File: src/sacvb_pkg.sv
// ----------------------------------------------------------------------------
// sacvb_pkg: shared types for the set-associative cache with victim buffer
// Request and response payloads, status codes and the front-to-back record.
// ----------------------------------------------------------------------------
package sacvb_pkg;

    localparam int ADDR_W = 32;
    localparam int WB_W   = 27;

    typedef enum logic [2:0] {
        ST_HIT        = 3'd0,
        ST_FILL_EMPTY = 3'd1,
        ST_VICTIM_HIT = 3'd2,
        ST_EVICT_FREE = 3'd3,
        ST_EVICT_LRU  = 3'd4,
        ST_EVICT_NOVB = 3'd5
    } status_t;

    typedef struct packed {
        logic              op;
        logic [ADDR_W-1:0] address;
    } req_t;

    typedef struct packed {
        logic [2:0]      status;
        logic            writeback;
        logic [WB_W-1:0] writeback_block;
    } rsp_t;

    typedef enum logic [1:0] {
        BK_IDLE,
        BK_READ,
        BK_EXEC
    } bk_state_t;

endpackage

File: src/sacvb_front.sv
// ----------------------------------------------------------------------------
// sacvb_front: request intake queue
// Two-entry queue that accepts requests and decouples the intake handshake
// from the back end that carries them out.
// ----------------------------------------------------------------------------
module sacvb_front (
    input  logic           aclk,
    input  logic           aresetn,
    input  logic           in_valid,
    output logic           in_ready,
    input  sacvb_pkg::req_t in_req,
    output logic           out_valid,
    input  logic           out_ready,
    output sacvb_pkg::req_t out_req
);
    import sacvb_pkg::*;

    req_t       q_reg [2];
    logic       wp_reg, rp_reg;
    logic [1:0] cnt_reg;
    logic       push, pop;

    assign in_ready  = (cnt_reg != 2'd2);
    assign out_valid = (cnt_reg != 2'd0);
    assign out_req   = q_reg[rp_reg];
    assign push      = in_valid && in_ready;
    assign pop       = out_valid && out_ready;

    always_ff @(posedge aclk) begin
        if (push) begin
            q_reg[wp_reg] <= in_req;
        end
        if (!aresetn) begin
            wp_reg  <= 1'b0;
            rp_reg  <= 1'b0;
            cnt_reg <= 2'd0;
        end else begin
            if (push) wp_reg <= ~wp_reg;
            if (pop)  rp_reg <= ~rp_reg;
            cnt_reg <= cnt_reg + {1'b0, push} - {1'b0, pop};
        end
    end

endmodule

File: config.mk
export PLATFORM = sky130hd
export DESIGN_NAME = sacvb_front
export DESIGN_NICKNAME = d
export VERILOG_FILES = /design/src/sacvb_pkg.sv /design/src/sacvb_front.sv
export SDC_FILE = /design/constraint.sdc
export NUM_CORES = 1
export LEC_CHECK = 0
export ABC_AREA = 1
export BUFFER_PORTS_ARGS = -buffer_cell sky130_fd_sc_hd__buf_2
export CAP_MARGIN = 20
export CORE_ASPECT_RATIO = 2
export CORE_MARGIN = 2
export CORE_UTILIZATION = 47
export CTS_BUF_LIST = sky130_fd_sc_hd__clkbuf_16
export DETAILED_ROUTE_END_ITERATION = 8
export PLACE_DENSITY = 0.83
export SLEW_MARGIN = 20
export SYNTH_ARGS = -nofsm -noshare
export SYNTH_HDL_FRONTEND = slang
export SYNTH_SLANG_ARGS = --single-unit
File: constraint.sdc
create_clock -name aclk -period 2.3 [get_ports aclk]
set_input_delay 0.115 -clock aclk [delete_from_list [all_inputs] [get_ports aclk]]
set_output_delay 0.115 -clock aclk [all_outputs]
set_load 0.05 [all_outputs]
* Word-level counts from Yosys, hierarchy flattened
Memory sizes are Yosys's and may differ from the RTL's. A register that Yosys moved wholly into a read port is not among the register bits. Index checks and enable logic that the tools add are counted.
Storage, ports and cells: register bits 4, bits in writable memories 66, word-level logic and storage cells 16, memories 1, output and inout bits 35, input port bits 37
Memories:
- q_reg | words 2, width 33, rd ports 1, clocked after Yosys merged registers in 1, write ports 1, line sacvb_front.sv:18 | req_t q_reg [2];
Cells by class: $add $sub $neg 2, equality and inequality tests 1, bitwise logic cells 2, multiplexer cells 4, reductions and logical operators 3
Operators by type and width (count):
- two-way mux 1 bit | 4
- adder 2 x 1 -> 2 bit | 1
- logical AND 1 bit | 2
- != test 2 bit (second input constant) | 1
- NOT 1 bit | 2
- nonzero test 2 bit | 1
- subtractor 2 x 1 -> 2 bit | 1

* Logic depth before layout (Yosys ltp)
word-level depth 4, gate-level depth with buffers 11, gate-level depth less buffers 11

* Worst setup path after synthesis
OpenSTA, ideal clock, no wires.
kind register to register, from register cnt_reg[0], to memory q_reg[0][0] (netlist name), enable pin, arrival time 2.329 ns, setup slack -0.452 ns, setup time 0.423 ns, data required time 1.877 ns, period minus slack after synthesis 2.752 ns, cell stages (with the launch flop) 5, buffers on the path 0, cell sequence dfxtp_1 -> inv_1 -> nand2_1 -> nand2_1 -> nor2_1
On the way: cells in the longest elaborated chain, start to end 4
Ends and longest elaborated chain:
- from (decl) | line sacvb_front.sv:20 | logic [1:0] cnt_reg;
- from (signal assigned) | line sacvb_front.sv:40 | cnt_reg <= cnt_reg + {1'b0, push} - {1'b0, pop};
- != test 2 bit | line sacvb_front.sv:23 | assign in_ready = (cnt_reg != 2'd2);
- net in_ready | line sacvb_front.sv:10 | output logic in_ready,
- logical AND 1 bit | line sacvb_front.sv:26 | assign push = in_valid && in_ready;
- two-way mux 1 bit | line sacvb_front.sv:30 | if (push) begin
- two-way mux 1 bit (not written as such) | line sacvb_front.sv:31 | q_reg[wp_reg] <= in_req;
- to (decl) | line sacvb_front.sv:18
The timed path passes the listed nets, and every way through them passes these cells.

==> metrics.txt <==
status=finished, final reports clean; Inserted Clock Buffers=9; Ant. Diodes=0; XOR/XNOR Fraction of Synth Area=0; hold path endpoint=cnt_reg[0]$_SDFF_PN0_; post-synth cell types=12; peak supply drop=1100 uV; Clk pwr share=0.250; cell depth of the worst hold path=3; vias in the first global route=1,657; # nets final=293; Hold Fails Final Rpt=0; setup TNS=0 ns; FILL cells=369; worst-path fanout max=18; CORE AREA=5710 um^2; final setup violation count=0; Synth area leaders=edfxtp_1, mux2_4, dfxtp_1; CTS Buffer Depth=2; # rows=39; vias per cell=4.91; Post-synth EDFFs=66; Synth async-reset ratio=0; Post-DP HPWL=3250 um; hold path start=aresetn; Clk Latency, worst-skew pair=0.32 ns; Crit. End Element=output port; Worst setup SP type=flip-flop; max FFs per register=66; routability cong.=0.702; Simple-Gate Fraction of Synth Area=0.0284; clock tree root buffer cell=clkbuf_16; Synth Area in Adders=0.00901; routed wire length=4900 um; wire length of the first global-routing pass=7590 um; Clk pin slew, worst setup/hold paths=0.05 ns; ys flop type=edfxtp_1; layout cells sized above 1=0.467; initial core utilization=0.487; total die area=6580 um^2; syn_nets=178; share of the synthesized area in the top cell type=0.714; Post-Syn Instances=139; num ports=72; Synth area leader=edfxtp_1; Final Critical Period=1.89 ns; die outline width=58.4 um; Crit Path Class=flip-flop to output port; register area share after synthesis=0.750; Net Switching=1.59 mW; largest net degree at the start of global routing=19; Switching Share=0.356; max-slew violation count=0; die height=113 um; worst reg-to-reg setup slack=0.64 ns; Lkg Pwr=1.56 nW; final worst-path cycle share=0.820; All-Layer GR Usage=0.163; antenna viol nets, final=0; Yosys Warn Count=0; Relative slew margins=0.657; HP Class=input pin to flip-flop; final core occ=0.662; H-tree depth reported by CTS=3; gr ovfl total=0; initial DRC count=56; Residual DRC=0; drt first pass iters=4; largest family of logic cells by synthesized area=multiplexers; register share of total power=0.390; RR Endpoint=cnt_reg[1]$_SDFF_PN0_; Slew @ Worst Pin=0.513 ns; port buffer count=71; worst flop-to-flop path startpoint=cnt_reg[0]$_SDFF_PN0_; RSZ-0062 raised after global routing=no; P per Cell Area=1180 nW/um^2; CTS sink cnt=71; depth of the most critical reg-to-reg path=10; routed len/inst=15.4 um; count leader, synth=edfxtp_1; Worst Clk Skew=0.00434 ns; Logic pwr share=0.360; P_int=2.88 mW; CTS tree=done; fmax=530 MHz; Worst EP arrival=1.77 ns; Post-synth top cells=edfxtp_1, mux2_4, nand2_1, nor2_1, inv_1; initial antenna violation count=0; Layout area overhead=36.0%; mux cell area share after synthesis=0.174; Post-Syn Area=2780 um^2; post-synthesis compound-gate area fraction=0.00360; Synth Area per Inst=20.0 um^2; # Max-Cap Violations=0; via count=1,561; WP data required=2.18 ns; Synth Register Bits=71
## area by class of cell
type | count | area, um^2 | share of cell area
inverters | 7 | 26.3 | 0.00696
clock buffers | 9 | 225 | 0.0596
flip-flops and latches | 71 | 2080 | 0.552
well taps | 61 | 76.3 | 0.0202
clock inverters | 5 | 20.0 | 0.00530
repair buffers | 108 | 741 | 0.196
multi-input cells | 57 | 606 | 0.160
## critical path, cell delays in order, from the launching register on
cell     delay (ns)
dfxtp_2        0.65
buf_12         0.25
mux2_4         0.32
buf_2          0.21
## per-stage QoR
step                instance area (um^2)  worst slack [ns]  total power [mW]  hold WS [ns]  instances
floorplan                           2780            0.0746              3.05         0.208        139
CTS                                 3780             0.387              4.52        0.0126        318
global route                        3780             0.360              4.66        0.0401        318
global placement                    3200             0.752              3.29         0.304        271
detailed placement                  3200             0.675              3.34         0.307        271
finish                              3780             0.414              4.48        0.0268        318
## logic make-up after synthesis
| family | after synthesis |
|---|---|
| and+or+nand+nor | 20 |
| adders and majority gates | 2 |
| AOI/OAI and AO/OA | 2 |
| DFF | 71 |
| muxes | 33 |
| buffers and inverters | 11 |
## power groups by stage
stage	Clock (mW)	Sequential (mW)	Combinational (mW)
after detailed placement	0	1.77	1.57
final	1.12	1.74	1.61
after CTS	1.15	1.75	1.62
after floorplan	0	1.71	1.34
after global placement	0	1.76	1.54
after global routing	1.21	1.76	1.69
## how the worst max path moves through the flow
stage                                from                      to  cells past startpoint
floorplan           cnt_reg[0]$_SDFF_PN0_   q_reg[0][0]$_DFFE_PP_                      4
global route                    flip-flop              out_req[7]                      3
CTS                             flip-flop             out_req[24]                      3
detailed placement  cnt_reg[0]$_SDFF_PN0_  q_reg[0][15]$_DFFE_PP_                      5
global placement                flip-flop             out_req[24]                      3
finish                          flip-flop             out_req[24]                      3
## metal layers
metal	GRT usage	part of all wire	vias to the layer above
met4	0.102	0.028	0
met5	0	0	-
met2	0.288	0.57	46
li1	-	-	751
met1	0.156	0.35	751
met3	0.0514	0.049	13
## layout by cell type (no fill, tap or decap)
| cell | synthesis | final |
|---|---|---|
| mux2_2 | 3 | 3 |
| buf_12 | 3 | 2 |
| a21oi_1 | 2 | 2 |
| nand3_1 | 3 | 3 |
| nor2_4 | 0 | 1 |
| clkbuf_16 | 0 | 9 |
| mux2_4 | 30 | 30 |
| buf_2 | 0 | 71 |
| nand2_1 | 9 | 9 |
| ha_1 | 2 | 2 |
| dlygate4sd3_1 | 0 | 33 |
| dfxtp_2 | 0 | 1 |
| edfxtp_1 | 66 | 66 |
| clkinv_2 | 0 | 1 |
| inv_1 | 7 | 9 |
| dfxtp_1 | 5 | 4 |
| nor2_1 | 8 | 7 |
| clkinv_1 | 0 | 2 |
| buf_4 | 0 | 2 |
## what timing repair did
item | 4_1_cts | 5_1_grt
endpoints found under the hold margin | 66 | 0
gates resized for setup | 0 | 0
setup buffers | 0 | 0
hold buffers | 33 | 0
No activity file was read; power rests on OpenSTA's default activity.
